$ cat src/design/gdm5_pkg.sv
// ----------------------------------------------------------------------------
// gdm5_pkg
// Shared types and constants for the gated dual median filter.
// ----------------------------------------------------------------------------
package gdm5_pkg;

	// sample and register widths
	localparam int unsigned SAMPLE_W = 16;
	localparam int unsigned LIMIT_W  = 16;

	// glitch limit after reset
	localparam logic [LIMIT_W-1:0] GLITCH_LIMIT_RESET = 16'd64;

	typedef logic signed [SAMPLE_W-1:0] sample_t;
	typedef logic [LIMIT_W-1:0]         limit_t;
	typedef logic [SAMPLE_W:0]          magnitude_t;

	// control from the pipeline to each window
	typedef struct packed {
		logic advance;
		logic reject;
	} win_ctrl_t;

endpackage

$ cat src/design/gdm5_window.sv
// ----------------------------------------------------------------------------
// gdm5_window
// One sample window with its median: shifts a new sample in and picks the
// middle element of the descending order by rank counting.
// ----------------------------------------------------------------------------
module gdm5_window #(
	parameter int unsigned WINDOW_DEPTH = 5
) (
	input  logic               clk,
	input  logic               arst_n,
	input  gdm5_pkg::win_ctrl_t ctrl,
	input  gdm5_pkg::sample_t  sample,
	output gdm5_pkg::sample_t  median
);

	localparam int unsigned RANK_W = $clog2(WINDOW_DEPTH);
	localparam logic [RANK_W-1:0] MID_RANK = RANK_W'(WINDOW_DEPTH / 2);

	logic [WINDOW_DEPTH-1:0][gdm5_pkg::SAMPLE_W-1:0] win_q;
	logic [WINDOW_DEPTH-1:0][gdm5_pkg::SAMPLE_W-1:0] win_nxt;
	gdm5_pkg::sample_t  last_q;
	gdm5_pkg::sample_t  new_median;
	logic [RANK_W-1:0]  rank [WINDOW_DEPTH];

	// window after the new sample is shifted in at the front
	always_comb begin
		win_nxt[0] = sample;
		for (int k = 1; k < WINDOW_DEPTH; k++) begin
			win_nxt[k] = win_q[k-1];
		end
	end

	// rank of each entry in descending order, ties broken by position
	always_comb begin
		for (int i = 0; i < WINDOW_DEPTH; i++) begin
			rank[i] = '0;
			for (int j = 0; j < WINDOW_DEPTH; j++) begin
				if (j != i) begin
					if ($signed(win_nxt[j]) > $signed(win_nxt[i])) begin
						rank[i] = rank[i] + RANK_W'(1);
					end else if ((j < i) && (win_nxt[j] == win_nxt[i])) begin
						rank[i] = rank[i] + RANK_W'(1);
					end
				end
			end
		end
	end

	// exactly one entry holds the middle rank
	always_comb begin
		new_median = '0;
		for (int i = 0; i < WINDOW_DEPTH; i++) begin
			if (rank[i] == MID_RANK) begin
				new_median = new_median | gdm5_pkg::sample_t'(win_nxt[i]);
			end
		end
	end

	// a rejected word repeats the last median
	assign median = ctrl.reject ? last_q : new_median;

	// window and last median update
	always_ff @(posedge clk or negedge arst_n) begin
		if (!arst_n) begin
			win_q  <= '0;
			last_q <= '0;
		end else if (ctrl.advance && !ctrl.reject) begin
			win_q  <= win_nxt;
			last_q <= new_median;
		end
	end

	// rejected words leave the window alone
	a_reject_holds: assert property (@(posedge clk) disable iff (!arst_n)
		ctrl.advance && ctrl.reject |=> $stable(win_q) && $stable(last_q))
		else $error("window changed on a rejected word");

	// accepted words store the median that was given out
	a_last_tracks: assert property (@(posedge clk) disable iff (!arst_n)
		ctrl.advance && !ctrl.reject |=> last_q == $past(median))
		else $error("last median differs from the median given");

	// accepted words land at the front of the window
	a_front_sample: assert property (@(posedge clk) disable iff (!arst_n)
		ctrl.advance && !ctrl.reject |=> win_q[0] == $past(sample))
		else $error("front of the window is not the accepted sample");

endmodule

$ cat src/design/gated_dual_median5_filter.sv
// ----------------------------------------------------------------------------
// gated_dual_median5_filter
// Median filter over left and right encoder deltas; a pair with a sample at
// or above the glitch limit is dropped and the previous medians repeat.
// ----------------------------------------------------------------------------
//  channel   direction  handshake             payload
//  in        to block   in_valid / in_stall   left_delta, right_delta
//  out       from block out_valid / out_stall left_median, right_median, rejected
//  config    to block   glitch_limit_we       glitch_limit_wdata
//
// one word per cycle sustained while out_stall is low; a word passes the input
// register, then the rank-count median network into the result register.
// reset clears both windows and last medians to zero, limit to 64.
// the input register still takes a word while a result waits under out_stall;
// in_stall rises only when both registers are full and the output is stalled.
// ----------------------------------------------------------------------------
module gated_dual_median5_filter #(
	parameter int unsigned WINDOW_DEPTH = 5
) (
	input  logic              clk,
	input  logic              arst_n,
	input  logic              glitch_limit_we,
	input  gdm5_pkg::limit_t  glitch_limit_wdata,
	input  logic              in_valid,
	output logic              in_stall,
	input  gdm5_pkg::sample_t left_delta,
	input  gdm5_pkg::sample_t right_delta,
	output logic              out_valid,
	input  logic              out_stall,
	output gdm5_pkg::sample_t left_median,
	output gdm5_pkg::sample_t right_median,
	output logic              rejected
);

	gdm5_pkg::limit_t     limit_q;
	logic                 valid_s1;
	gdm5_pkg::sample_t    left_s1;
	gdm5_pkg::sample_t    right_s1;
	logic                 valid_s2;
	gdm5_pkg::sample_t    left_s2;
	gdm5_pkg::sample_t    right_s2;
	logic                 rejected_s2;
	logic                 in_accept;
	logic                 advance;
	gdm5_pkg::magnitude_t left_mag;
	gdm5_pkg::magnitude_t right_mag;
	logic                 reject;
	gdm5_pkg::win_ctrl_t  win_ctrl;
	gdm5_pkg::sample_t    left_med;
	gdm5_pkg::sample_t    right_med;

	// glitch limit register
	always_ff @(posedge clk or negedge arst_n) begin
		if (!arst_n) begin
			limit_q <= gdm5_pkg::GLITCH_LIMIT_RESET;
		end else if (glitch_limit_we) begin
			limit_q <= glitch_limit_wdata;
		end
	end

	// handshake
	assign advance   = valid_s1 && !(valid_s2 && out_stall);
	assign in_stall  = valid_s1 && valid_s2 && out_stall;
	assign in_accept = in_valid && !in_stall;

	// input register
	always_ff @(posedge clk or negedge arst_n) begin
		if (!arst_n) begin
			valid_s1 <= 1'b0;
		end else begin
			valid_s1 <= in_accept || (valid_s1 && !advance);
		end
	end

	always_ff @(posedge clk) begin
		if (in_accept) begin
			left_s1  <= left_delta;
			right_s1 <= right_delta;
		end
	end

	// magnitudes with one extra bit so the most negative sample fits
	assign left_mag  = left_s1[gdm5_pkg::SAMPLE_W-1]
		? (~{left_s1[gdm5_pkg::SAMPLE_W-1], left_s1} + 1'b1)
		: {1'b0, left_s1};
	assign right_mag = right_s1[gdm5_pkg::SAMPLE_W-1]
		? (~{right_s1[gdm5_pkg::SAMPLE_W-1], right_s1} + 1'b1)
		: {1'b0, right_s1};

	assign reject = (left_mag >= {1'b0, limit_q}) || (right_mag >= {1'b0, limit_q});

	assign win_ctrl.advance = advance;
	assign win_ctrl.reject  = reject;

	// one window per side
	gdm5_window #(
		.WINDOW_DEPTH(WINDOW_DEPTH)
	) u_left_window (
		.clk    (clk),
		.arst_n (arst_n),
		.ctrl   (win_ctrl),
		.sample (left_s1),
		.median (left_med)
	);

	gdm5_window #(
		.WINDOW_DEPTH(WINDOW_DEPTH)
	) u_right_window (
		.clk    (clk),
		.arst_n (arst_n),
		.ctrl   (win_ctrl),
		.sample (right_s1),
		.median (right_med)
	);

	// result register
	always_ff @(posedge clk or negedge arst_n) begin
		if (!arst_n) begin
			valid_s2 <= 1'b0;
		end else begin
			valid_s2 <= advance || (valid_s2 && out_stall);
		end
	end

	always_ff @(posedge clk) begin
		if (advance) begin
			left_s2     <= left_med;
			right_s2    <= right_med;
			rejected_s2 <= reject;
		end
	end

	assign out_valid    = valid_s2;
	assign left_median  = left_s2;
	assign right_median = right_s2;
	assign rejected     = rejected_s2;

	// a word held in the input register keeps its payload
	a_s1_hold: assert property (@(posedge clk) disable iff (!arst_n)
		valid_s1 && !advance |=> valid_s1 && $stable(left_s1) && $stable(right_s1))
		else $error("input register lost a held word");

	// a taken result with nothing behind it empties the output
	a_s2_drain: assert property (@(posedge clk) disable iff (!arst_n)
		valid_s2 && !out_stall && !advance |=> !valid_s2)
		else $error("result register did not drain");

	// input is stalled only when the result register is blocked
	a_stall_cause: assert property (@(posedge clk) disable iff (!arst_n)
		in_stall |-> !advance && valid_s2)
		else $error("input stalled while the pipeline could move");

endmodule

$ cat config.mk
export PLATFORM = sky130hd
export DESIGN_NAME = gated_dual_median5_filter
export DESIGN_NICKNAME = d
export VERILOG_FILES = /design/src/design/gdm5_pkg.sv /design/src/design/gdm5_window.sv /design/src/design/gated_dual_median5_filter.sv
export SDC_FILE = /design/constraint.sdc
export NUM_CORES = 1
export LEC_CHECK = 0
export BUFFER_PORTS_ARGS = -buffer_cell sky130_fd_sc_hd__buf_2
export CELL_PAD_IN_SITES_DETAIL_PLACEMENT = 1
export CELL_PAD_IN_SITES_GLOBAL_PLACEMENT = 1
export CORE_MARGIN = 2
export CORE_UTILIZATION = 30
export DETAILED_ROUTE_END_ITERATION = 10
export HOLD_SLACK_MARGIN = 0.03
export PLACE_DENSITY_LB_ADDON = 0.1
export SYNTH_ARGS = -nofsm -noshare
export SYNTH_HDL_FRONTEND = slang
export SYNTH_HIERARCHICAL = 1
export SYNTH_SLANG_ARGS = --single-unit
export TNS_END_PERCENT = 10
$ cat constraint.sdc
create_clock -name clk -period 6.75 [get_ports clk]
set_input_delay 1.35 -clock clk [delete_from_list [all_inputs] [get_ports clk]]
set_output_delay 1.35 -clock clk [all_outputs]
set_load 0.05 [all_outputs]
==> impl_metrics.py, run 1 <==
metrics = {
    "setup_path": {
        "worst_path_max_delay_cell": "sky130_fd_sc_hd__a221oi_1",
        "timing_worst_setup_path_type": "reg2reg",
        "cp_num_buf_inv": 3,
        "critPathLaunchType": "flip-flop",
        "worst_ep_required_time_ns": 7.01,
        "dominant_cell_type_by_count_on_the_critical_path": "sky130_fd_sc_hd__ha_1",
        "crit_path_max_fanout": 21,
        "slowest_delay_ns": 0.74,
        "crit_arrival_ns": 6.21,
        "critical-path-top-delay-family": "compound AO/OA/AOI/OAI gates",
        "endpoint_kind": "flip-flop",
        "crit_chain": "buf_4 -> ha_1 -> nand4_1 -> nor4_2 -> a21bo_1 -> a31o_2 -> a21boi_4 -> inv_1 -> ha_1 -> mux2i_4 -> inv_1 -> ha_1 -> a21o_1 -> ha_1 -> xnor2_1 -> and2_1 -> mux2i_2 -> o32ai_4 -> a221oi_1 -> a21oi_1",
    },
    "finish": {
        "antenna_cells_inserted": 0,
        "fraction_of_final_layout_cells_with_drive_strength_greater_than_1_pct": 11.7,
        "fill_cells": 7763,
        "area_delta_synth_final_pct": 12.9,
        "nNetsFinal": 2735,
    },
    "timing": {
        "fmax_mhz": 168,
        "timing.setup.tns_ns": 0,
        "drv_slew": 0,
        "layout_worst_path_cycle_share_pct": 88.1,
        "timing.final.setup_violations": 0,
        "worst_slew_margin_relative_to_its_limit_pct": 25.3,
        "timing_hold_violations_final": 0,
        "clock-skew-final_ns": 0.0314,
        "grt_setup_unrepaired": "no",
        "tightestPinTransition_ns": 1.11,
        "final_min_period_ns": 5.95,
    },
    "routing": {
        "dr.first_iter.drc_count": 885,
        "pre_repair_dr_iteration_count": 5,
        "wl_per_cell_um": 24.0,
        "route.antenna.remaining_nets": 0,
        "drc": 0,
        "total_wire_length_after_detailed_routing_um": 76800,
        "routed_via_density": 5.51,
        "route.vias.total": 17600,
    },
    "global_routing": {
        "number_of_antenna_violations_at_the_first_check_in_global_routing": 1,
        "grtUsageMet1_pct": 27.3,
        "global_route.peak_usage_layer": "met2",
        "gr-total-overflow": 0,
        "grt_pass1_vias": 18500,
        "use_met2_pct": 40.0,
        "track_usage_pct": 21.9,
        "grt_max_degree": 96,
        "grt_first_pass_wirelength_um": 117000,
        "grt.met3_usage_pct": 2.18,
    },
    "synthesis": {
        "syn_area_per_cell_um2": 9.24,
        "seq_area_frac_synth_pct": 31.2,
        "post_synth_instance_area_um2": 20500,
        "post-synth-top-area-cell": "sky130_fd_sc_hd__ha_1",
        "synth_top_area_share_pct": 23.2,
        "synth_fp_nets": 2653,
        "async_flop_share_pct": 73.3,
        "postSynthCellCount": 2220,
        "synth.lib_cells_used.distinct": 116,
        "synth.cells.most_frequent": "sky130_fd_sc_hd__ha_1 (380), sky130_fd_sc_hd__nand2_1 (268), sky130_fd_sc_hd__inv_1 (205)",
        "synth_seq_cells": 243,
        "synth-edff-count": 65,
        "ys_warnings": 6,
        "post-synth-top-count-cell": "sky130_fd_sc_hd__ha_1",
        "synthFlopType": "sky130_fd_sc_hd__dfrtp_1",
        "post_synth_main_area_contributors": "sky130_fd_sc_hd__ha_1 (23%), sky130_fd_sc_hd__dfrtp_1 (22%), sky130_fd_sc_hd__edfxtp_1 (9.5%)",
    },
    "floorplanning": {
        "io_pins": 88,
        "floorplan.core_area_um2": 67400,
        "die-width_um": 265,
        "floorplan.die.height_um": 265,
        "core.rowCount": 95,
        "floorplan.initialDensity_pct": 30.4,
        "fp.dieArea_um2": 70500,
    },
    "clock_network": {
        "tritoncts_num_sinks": 243,
        "clk-insertion-delay-late_ns": 0.56,
        "clock_transition_at_the_registers_of_the_reported_paths_ns": 0.06,
        "numCtsBuffers": 34,
        "tritoncts": "yes",
        "htree_levels": 2,
        "cts_hold_repair.buffers": 0,
        "clock-root-buffer": "sky130_fd_sc_hd__clkbuf_16",
        "cts_resized": 0,
        "cts_buffer_depth": 3,
        "post_cts_buffers": 0,
    },
    "flow_run": {
        "maxCapViolations": 0,
    },
    "placed_design": {
        "io_buffers": 87,
        "hpwlAfterDp_um": 60800,
        "gpl.final_weighted_congestion": 0.892,
    },
    "status": {
        "run_status": "complete, no violations",
    },
    "worst_hold_path": {
        "timing.hold.worst.class": "reg2reg",
    },
}
cells by family (layout without fill, tap and decap cells):
group / count (synthesis) / after routing / synth area share (%)
AO/OA/AOI/OAI: 655 / 655 / 21.8
AND/OR/NAND/NOR: 602 / 602 / 15.0
adder cells (fa/ha/maj): 382 / 382 / 23.3
buffers and inverters: 272 / 380 / 5.37
flip-flops: 243 / 243 / 31.2
XOR/XNOR: 40 / 40 / 1.74
multiplexers: 26 / 26 / 1.58
metrics by stage:
step	hold WS, ns	worst slack (ns)	util (%)	std cells	instance area (um2)
detailed placement	0.481	0.812	32.7	3139	22000
CTS	0.499	0.776	34.4	3201	23200
global route	0.520	0.404	34.4	3201	23200
floorplan	0.444	1.51	-	2220	20500
global placement	0.469	0.876	32.7	3139	22000
finish	0.504	0.800	34.4	3201	23200
cells in the final DEF, fill, tap and decap left out, types with 10 or more instances in the layout:
cell and instances:
sky130_fd_sc_hd__a31oi_1 31, sky130_fd_sc_hd__dfrtp_1 177, sky130_fd_sc_hd__a221oi_1 38, sky130_fd_sc_hd__nand4_1 63, sky130_fd_sc_hd__a21o_1 31, sky130_fd_sc_hd__a211oi_1 10
sky130_fd_sc_hd__o31ai_1 12, sky130_fd_sc_hd__nor4_1 15, sky130_fd_sc_hd__o211ai_1 12, sky130_fd_sc_hd__a211o_1 13, sky130_fd_sc_hd__a22o_1 16, sky130_fd_sc_hd__o21ai_0 189
sky130_fd_sc_hd__nand2b_1 20, sky130_fd_sc_hd__buf_2 86, sky130_fd_sc_hd__a21oi_1 158, sky130_fd_sc_hd__nand2_2 11, sky130_fd_sc_hd__a221oi_2 10, sky130_fd_sc_hd__inv_1 205
sky130_fd_sc_hd__nor2_1 55, sky130_fd_sc_hd__xnor2_1 33, sky130_fd_sc_hd__nand3_1 30, sky130_fd_sc_hd__a22oi_2 11, sky130_fd_sc_hd__mux2_2 12, sky130_fd_sc_hd__buf_4 18
sky130_fd_sc_hd__nor3_1 24, sky130_fd_sc_hd__edfxtp_1 65, sky130_fd_sc_hd__nor2b_1 41, sky130_fd_sc_hd__ha_1 380, sky130_fd_sc_hd__nand2_1 268, sky130_fd_sc_hd__a32oi_1 33
sky130_fd_sc_hd__clkbuf_16 35
final timing paths:
check	from	to	slack [ns]	depth (start not counted)
worst max-delay path	left_s1[15]$_DFFE_PP_	left_median[3]$_DFFE_PP_	0.80	20
worst min-delay path	valid_s1$_DFF_PN0_	out_valid$_DFF_PN0_	0.50	1
worst max register to register	left_s1[15]$_DFFE_PP_	left_median[3]$_DFFE_PP_	0.80	20
worst min register to register	valid_s1$_DFF_PN0_	out_valid$_DFF_PN0_	0.50	1
max in group asynchronous	arst_n	u_left_window/win_nxt[55]$_DFFE_PN0P_	4.83	2
min in group asynchronous	arst_n	u_left_window/win_nxt[31]$_DFFE_PN0P_	0.82	1
state kept, by name (all words and copies together), names as in the netlist:
register and cells:
left_median 16, left_s1 16, limit_q 16, out_valid 1, rejected 1, right_median 16, right_s1 16, u_left_window/last_q 16
u_left_window/win_nxt 64, u_right_window/last_q 16, u_right_window/win_nxt 64, valid_s1 1
area by class of cell:
cell class	instances	area [um2]	share of cell area, %
Clock buffer	47	971	4.19
Clock inverter	15	174	0.751
Inverter	207	778	3.36
Multi-Input combinational cell	1705	13000	56.3
Sequential cell	243	6410	27.7
Tap cell	873	1090	4.72
Timing Repair Buffer	111	699	3.02
per-layer routing:
metal | vias to the layer above | part of all wire (%)
met4 | 0 | 2.7
met3 | 96 | 2.6
li1 | 8436 | -
met2 | 249 | 51
met1 | 8853 | 44
met5 | - | 0
worst register-to-register path: stages, from the launching register on:
cell and delay, ns:
sky130_fd_sc_hd__edfxtp_1 0.50, sky130_fd_sc_hd__buf_4 0.28, sky130_fd_sc_hd__ha_1 0.37, sky130_fd_sc_hd__nand4_1 0.24, sky130_fd_sc_hd__nor4_2 0.36, sky130_fd_sc_hd__a21bo_1 0.27, sky130_fd_sc_hd__a31o_2 0.29, sky130_fd_sc_hd__a21boi_4 0.26
sky130_fd_sc_hd__inv_1 0.08, sky130_fd_sc_hd__ha_1 0.33, sky130_fd_sc_hd__mux2i_4 0.23, sky130_fd_sc_hd__inv_1 0.07, sky130_fd_sc_hd__ha_1 0.31, sky130_fd_sc_hd__a21o_1 0.17, sky130_fd_sc_hd__ha_1 0.21, sky130_fd_sc_hd__xnor2_1 0.12
sky130_fd_sc_hd__and2_1 0.16, sky130_fd_sc_hd__mux2i_2 0.19, sky130_fd_sc_hd__o32ai_4 0.31, sky130_fd_sc_hd__a221oi_1 0.75, sky130_fd_sc_hd__a21oi_1 0.14
Power of run 1 is left out: the tool's default activity adds up to more than one toggle a clock period on the data nets, which glitch-free logic cannot reach.
==> inputs of run 2 (changes only) <==
==> constraint.sdc (replaced) <==
create_clock -name clk -period 6.25 [get_ports clk]
set_input_delay 1.25 -clock clk [delete_from_list [all_inputs] [get_ports clk]]
set_output_delay 1.25 -clock clk [all_outputs]
set_load 0.05 [all_outputs]
==> run 2 against run 1 <==
  * Fmax increased by 3.2%
  * Die area unchanged
  * Sequential share of layout area decreased by 0.076 points
  * Wire length increased by 1.6%
  * Final cell count increased by 0.37%
  * Global-route usage increased by 0.41 points
  * Largest cell class unchanged
  * Highest routed layer unchanged
  * Hold slack got worse by 0.020 ns
  * Clock-buffer cell count increased by 6
  * Flip-flop and latch count unchanged
  * Critical path depth decreased by 1
==> impl_metrics.py, run 2 (synthesis results as in run 1) <==
metrics = {
    "status": {
        "run_status": "complete, no violations",
    },
    "floorplanning": {
        "core.rowCount": 95,
        "fp.dieArea_um2": 70500,
        "die-width_um": 265,
        "floorplan.initialDensity_pct": 30.4,
        "io_pins": 88,
        "floorplan.die.height_um": 265,
        "floorplan.core_area_um2": 67400,
    },
    "finish": {
        "area_delta_synth_final_pct": 13.2,
        "fraction_of_final_layout_cells_with_drive_strength_greater_than_1_pct": 11.9,
        "layout_commonest_cell": "sky130_fd_sc_hd__ha_1",
        "fill_cells": 7727,
        "final-instance-count-excl-fill": 3213,
        "layout_common_cells": "sky130_fd_sc_hd__ha_1 (380), sky130_fd_sc_hd__nand2_1 (268), sky130_fd_sc_hd__inv_1 (205)",
        "nNetsFinal": 2747,
    },
    "routing": {
        "total_wire_length_after_detailed_routing_um": 78000,
        "wl_per_cell_um": 24.3,
        "route.vias.total": 17600,
        "dr.first_iter.drc_count": 809,
        "pre_repair_dr_iteration_count": 5,
        "route.antenna.remaining_nets": 0,
        "routed_via_density": 5.49,
        "drc": 0,
    },
    "setup_path": {
        "critPathLaunchType": "flip-flop",
        "endpoint_kind": "flip-flop",
        "worst_ep_required_time_ns": 6.61,
        "timing_worst_setup_path_type": "reg2reg",
        "crit_path_max_fanout": 10,
        "crit_arrival_ns": 6.13,
    },
    "timing": {
        "drv_slew": 0,
        "timing.setup.tns_ns": 0,
        "timing_hold_violations_final": 0,
        "clock-skew-final_ns": 0.0182,
        "layout_worst_path_cycle_share_pct": 92.3,
        "grt_setup_unrepaired": "no",
        "worst_slew_margin_relative_to_its_limit_pct": 29.0,
        "timing.final.setup_violations": 0,
        "fmax_mhz": 173,
        "final_min_period_ns": 5.77,
        "tightestPinTransition_ns": 1.06,
    },
    "placed_design": {
        "hpwlAfterDp_um": 61300,
        "gpl.final_weighted_congestion": 0.889,
        "placed_cells": 3150,
        "io_buffers": 87,
    },
    "clock_network": {
        "cts_buffer_depth": 3,
        "tritoncts": "yes",
        "tritoncts_num_sinks": 243,
        "clock-root-buffer": "sky130_fd_sc_hd__clkbuf_16",
        "clk-insertion-delay-late_ns": 0.55,
        "htree_levels": 2,
        "clock_transition_at_the_registers_of_the_reported_paths_ns": 0.05,
        "cts_hold_repair.buffers": 0,
        "numCtsBuffers": 35,
    },
    "flow_run": {
        "maxCapViolations": 0,
    },
    "worst_hold_path": {
        "timing.hold.worst.class": "reg2reg",
    },
    "global_routing": {
        "track_usage_pct": 22.3,
        "grt_max_degree": 132,
        "number_of_antenna_violations_at_the_first_check_in_global_routing": 0,
        "gr-total-overflow": 0,
        "grt_first_pass_wirelength_um": 119000,
        "grt_pass1_vias": 18700,
    },
}
run 2: cell types whose count changed in the layout (fill, tap and decap cells not counted), sizes merged:
cell	delta
bufinv	-2
clkinv	-1
buf	+11
inv	-2
diode	+1
clkinvlp	-1
clkbuf	+6
run 2: per-layer routing:
layer	global-route usage, %	vias up	part of all wire, %
li1	-	8445	-
met1	27.1	8836	43
met2	41.7	247	52
met3	2.20	98	2.4
met4	6.09	0	2.6
met5	0	-	0
run 2: worst paths after layout:
check	from	to	slack, ns	cells past startpoint
worst min-delay path	valid_s1$_DFF_PN0_	out_valid$_DFF_PN0_	0.48	1
worst max register to register	right_s1[13]$_DFFE_PP_	right_median[14]$_DFFE_PP_	0.48	19
max in group asynchronous	arst_n	u_right_window/last_q[0]$_DFFE_PN0P_	4.36	2
worst max-delay path	right_s1[13]$_DFFE_PP_	right_median[14]$_DFFE_PP_	0.48	19
worst min register to register	valid_s1$_DFF_PN0_	out_valid$_DFF_PN0_	0.48	1
min in group asynchronous	arst_n	u_left_window/win_nxt[28]$_DFFE_PN0P_	0.66	1
run 2: cell type report:
class / count / area [um2] / area share [%]
diodes: 1 / 2.50 / 0.0108
clock buffers: 53 / 1040 / 4.46
clock inverters: 9 / 67.6 / 0.291
inverters: 207 / 778 / 3.35
multi-input cells: 1705 / 13100 / 56.2
flip-flops and latches: 243 / 6410 / 27.6
well taps: 873 / 1090 / 4.70
repair buffers: 122 / 795 / 3.42
run 2: what timing repair did:
action,4_1_cts,5_1_grt
gates resized for setup,0,1
setup endpoints to repair,0,2
hold endpoints to repair,0,0
buffers inserted,0,0
run 2: stage by stage:
step	util, %	hold slack [ns]	area, um2	setup slack (ns)
2_1_floorplan	-	0.444	20500	1.11
3_3_place_gp	32.8	0.463	22100	0.522
3_5_place_dp	32.8	0.477	22100	0.363
4_1_cts	34.5	0.492	23200	0.306
5_1_grt	34.5	0.519	23200	0.155
6_report	34.5	0.484	23200	0.483
run 2: critical path, stage by stage, from the launching register on:
cell                       delay (ns)
sky130_fd_sc_hd__edfxtp_1        0.59
sky130_fd_sc_hd__ha_1            0.41
sky130_fd_sc_hd__nand4_1         0.31
sky130_fd_sc_hd__nor4_2          0.56
sky130_fd_sc_hd__a21boi_1        0.29
sky130_fd_sc_hd__nor4b_1         0.10
sky130_fd_sc_hd__o21ai_1         0.33
sky130_fd_sc_hd__ha_1            0.32
sky130_fd_sc_hd__inv_1           0.10
sky130_fd_sc_hd__mux2i_4         0.09
sky130_fd_sc_hd__ha_1            0.35
sky130_fd_sc_hd__mux2_2          0.28
sky130_fd_sc_hd__ha_1            0.27
sky130_fd_sc_hd__o311ai_0        0.12
sky130_fd_sc_hd__a21oi_1         0.23
sky130_fd_sc_hd__nand2b_1        0.14
sky130_fd_sc_hd__a22oi_4         0.50
sky130_fd_sc_hd__buf_4           0.28
sky130_fd_sc_hd__nand2_2         0.07
sky130_fd_sc_hd__a32oi_1         0.23
Power of run 2 is left out for the same reason.
==> inputs of run 3 (changes only) <==
--- a/config.mk
+++ b/config.mk
@@ -8,11 +8,14 @@
 export BUFFER_PORTS_ARGS = -buffer_cell sky130_fd_sc_hd__buf_2
 export CELL_PAD_IN_SITES_DETAIL_PLACEMENT = 1
 export CELL_PAD_IN_SITES_GLOBAL_PLACEMENT = 1
+export CORE_ASPECT_RATIO = 0.7
 export CORE_MARGIN = 2
 export CORE_UTILIZATION = 30
 export DETAILED_ROUTE_END_ITERATION = 10
 export HOLD_SLACK_MARGIN = 0.03
 export PLACE_DENSITY_LB_ADDON = 0.1
+export REMOVE_ABC_BUFFERS = 1
+export SLEW_MARGIN = 20
 export SYNTH_ARGS = -nofsm -noshare
 export SYNTH_HDL_FRONTEND = slang
 export SYNTH_HIERARCHICAL = 1
==> run 3 against run 2 <==
  * Final area up 0.35%
  * Critical path depth unchanged
  * Sequential share of layout area down 0.096 points
  * Fmax down 3.6%
  * Highest routed layer is now met5
  * First-iteration DRC count up 56%
==> impl_metrics.py, run 3 (synthesis results as in run 1) <==
metrics = {
    "status": {
        "run_status": "complete, no violations",
    },
    "timing": {
        "timing.final.setup_violations": 0,
        "tightestPinTransition_ns": 1.30,
        "layout_worst_path_cycle_share_pct": 95.7,
        "grt_setup_unrepaired": "no",
        "drv_slew": 0,
        "clock-skew-final_ns": 0.0204,
        "fmax_mhz": 167,
        "timing_hold_violations_final": 0,
        "setup_slack_ns": 0.270,
        "worst_slew_margin_relative_to_its_limit_pct": 12.4,
        "final_min_period_ns": 5.98,
    },
    "setup_path": {
        "crit_chain": "ha_1 -> nand4_1 -> nor4_1 -> a21boi_1 -> nor4b_1 -> o21ai_1 -> ha_1 -> inv_1 -> mux2i_4 -> ha_1 -> mux2_2 -> ha_1 -> o311ai_0 -> a21oi_1 -> a22oi_1 -> a22oi_4 -> buf_4 -> nand2_1 -> a32oi_1",
        "crit_path_max_fanout": 10,
        "timing_worst_setup_path_type": "reg2reg",
        "worstReg2RegStart": "right_s1[13]$_DFFE_PP_",
        "worst_path_max_delay_cell": "sky130_fd_sc_hd__edfxtp_1",
        "critPathLaunchType": "flip-flop",
        "crit_arrival_ns": 6.40,
        "worst-r2r-cell-count": 19,
        "r2r_end": "right_median[4]$_DFFE_PP_",
        "endpoint_kind": "flip-flop",
        "slowest_delay_ns": 0.60,
        "worst-r2r-setup-slack_ns": 0.27,
        "dominant_cell_type_by_count_on_the_critical_path": "sky130_fd_sc_hd__ha_1",
        "setup.worst_path.start": "right_s1[13]$_DFFE_PP_",
        "crit_end": "right_median[4]$_DFFE_PP_",
        "worst_ep_required_time_ns": 6.67,
    },
    "clock_network": {
        "clock-root-buffer": "sky130_fd_sc_hd__clkbuf_16",
        "tritoncts_num_sinks": 243,
        "cts_buffer_depth": 3,
        "htree_levels": 1,
        "clk-insertion-delay-late_ns": 0.60,
        "clock_transition_at_the_registers_of_the_reported_paths_ns": 0.06,
        "tritoncts": "yes",
        "cts_hold_repair.buffers": 0,
        "numCtsBuffers": 30,
        "cts_resized": 0,
    },
    "worst_hold_path": {
        "timing.hold.worst.class": "reg2reg",
    },
    "routing": {
        "routed_via_density": 5.51,
        "pre_repair_dr_iteration_count": 5,
        "route.antenna.remaining_nets": 0,
        "wl_per_cell_um": 24.6,
        "met2WireLength_um": 28600,
        "routedLengthMet1_um": 44900,
        "route.vias.total": 17900,
        "total_wire_length_after_detailed_routing_um": 79900,
        "dr.first_iter.drc_count": 1266,
        "drc": 0,
        "met3_length_um": 5220,
        "dr.max_layer_used": "met5",
    },
    "global_routing": {
        "grt_first_pass_wirelength_um": 118000,
        "track_usage_pct": 22.4,
        "gr-total-overflow": 0,
        "grt_pass1_vias": 18100,
        "number_of_antenna_violations_at_the_first_check_in_global_routing": 6,
        "grt_max_degree": 91,
    },
    "finish": {
        "fraction_of_final_layout_cells_with_drive_strength_greater_than_1_pct": 12.4,
        "nNetsFinal": 2754,
        "layout_commonest_cell": "sky130_fd_sc_hd__ha_1",
        "fill_cells": 7803,
        "layout_common_cells": "sky130_fd_sc_hd__ha_1 (380), sky130_fd_sc_hd__nand2_1 (268), sky130_fd_sc_hd__inv_1 (205)",
        "antenna_cells_inserted": 0,
        "area_delta_synth_final_pct": 13.6,
    },
    "floorplanning": {
        "core.rowCount": 80,
        "io_pins": 88,
        "die-width_um": 317,
        "floorplan.die.height_um": 223,
        "floorplan.initialDensity_pct": 30.2,
        "fp.dieArea_um2": 70500,
        "floorplan.core_area_um2": 67900,
    },
    "flow_run": {
        "maxCapViolations": 0,
    },
    "placed_design": {
        "hpwlAfterDp_um": 62900,
        "gpl.final_weighted_congestion": 0.885,
        "io_buffers": 87,
        "detailedPlace.worstSlack_ns": 0.340,
    },
}
==> run 3: cell types whose count changed in the layout (fill, tap and decap cells not counted), moves of 2 or more <==
cell / previous run / this run
sky130_fd_sc_hd__buf_4: 28 / 39
sky130_fd_sc_hd__bufinv_16: 1 / 5
sky130_fd_sc_hd__clkbuf_1: 11 / 4
sky130_fd_sc_hd__clkbuf_16: 37 / 31
sky130_fd_sc_hd__clkbuf_8: 6 / 4
sky130_fd_sc_hd__clkinv_1: 2 / 4
sky130_fd_sc_hd__clkinv_2: 7 / 9
==> run 3: how the worst min path moves through the flow <==
stage | start | cells past startpoint | to | slack (ns)
CTS | valid_s1$_DFF_PN0_ | 1 | out_valid$_DFF_PN0_ | 0.50
global route | valid_s1$_DFF_PN0_ | 1 | out_valid$_DFF_PN0_ | 0.54
global placement | valid_s1$_DFF_PN0_ | 1 | out_valid$_DFF_PN0_ | 0.47
floorplan | valid_s1$_DFF_PN0_ | 1 | out_valid$_DFF_PN0_ | 0.44
detailed placement | valid_s1$_DFF_PN0_ | 1 | out_valid$_DFF_PN0_ | 0.49
finish | valid_s1$_DFF_PN0_ | 1 | out_valid$_DFF_PN0_ | 0.49
==> run 3: metal layers <==
| layer | vias to the layer above | GRT usage [%] |
|---|---|---|
| met4 | 4 | 3.30 |
| met3 | 63 | 4.32 |
| met2 | 406 | 28.4 |
| met1 | 8950 | 37.9 |
| li1 | 8458 | - |
| met5 | - | 0 |
==> run 3: per-stage QoR <==
step	cells	setup TNS (ns)	cell area [um2]	utilization (%)	hold WS, ns
after floorplan	2155	-332.10	20200	-	0.444
after global placement	3189	0	22200	32.8	0.471
after detailed placement	3189	0	22200	32.8	0.492
after CTS	3245	0	23300	34.3	0.498
after global routing	3247	0	23300	34.3	0.538
final	3247	0	23300	34.3	0.493
==> run 3: layout make-up <==
type | count | area (um2) | share of cell area [%]
clock buffer | 38 | 832 | 3.57
clock inverter | 18 | 214 | 0.918
sequential | 243 | 6410 | 27.5
timing repair buffer | 134 | 897 | 3.85
tap | 902 | 1130 | 4.84
inverter | 207 | 778 | 3.34
multi-input combinational | 1705 | 13100 | 56.0
==> run 3: what timing repair did <==
action,in CTS,in global routing
setup buffers,0,2
endpoints found under the setup margin,0,11
hold endpoints to repair,0,0
==> run 3: critical path, delay by kind of cell, from the launching register on <==
family                     cells  cell delay, ns
adders and majority gates      4            1.36
AOI/OAI and AO/OA              7            1.97
buffers and inverters          2            0.38
DFF                            1            0.60
and+or+nand+nor                4            1.12
muxes                          2            0.36
Power of run 3 is left out for the same reason.
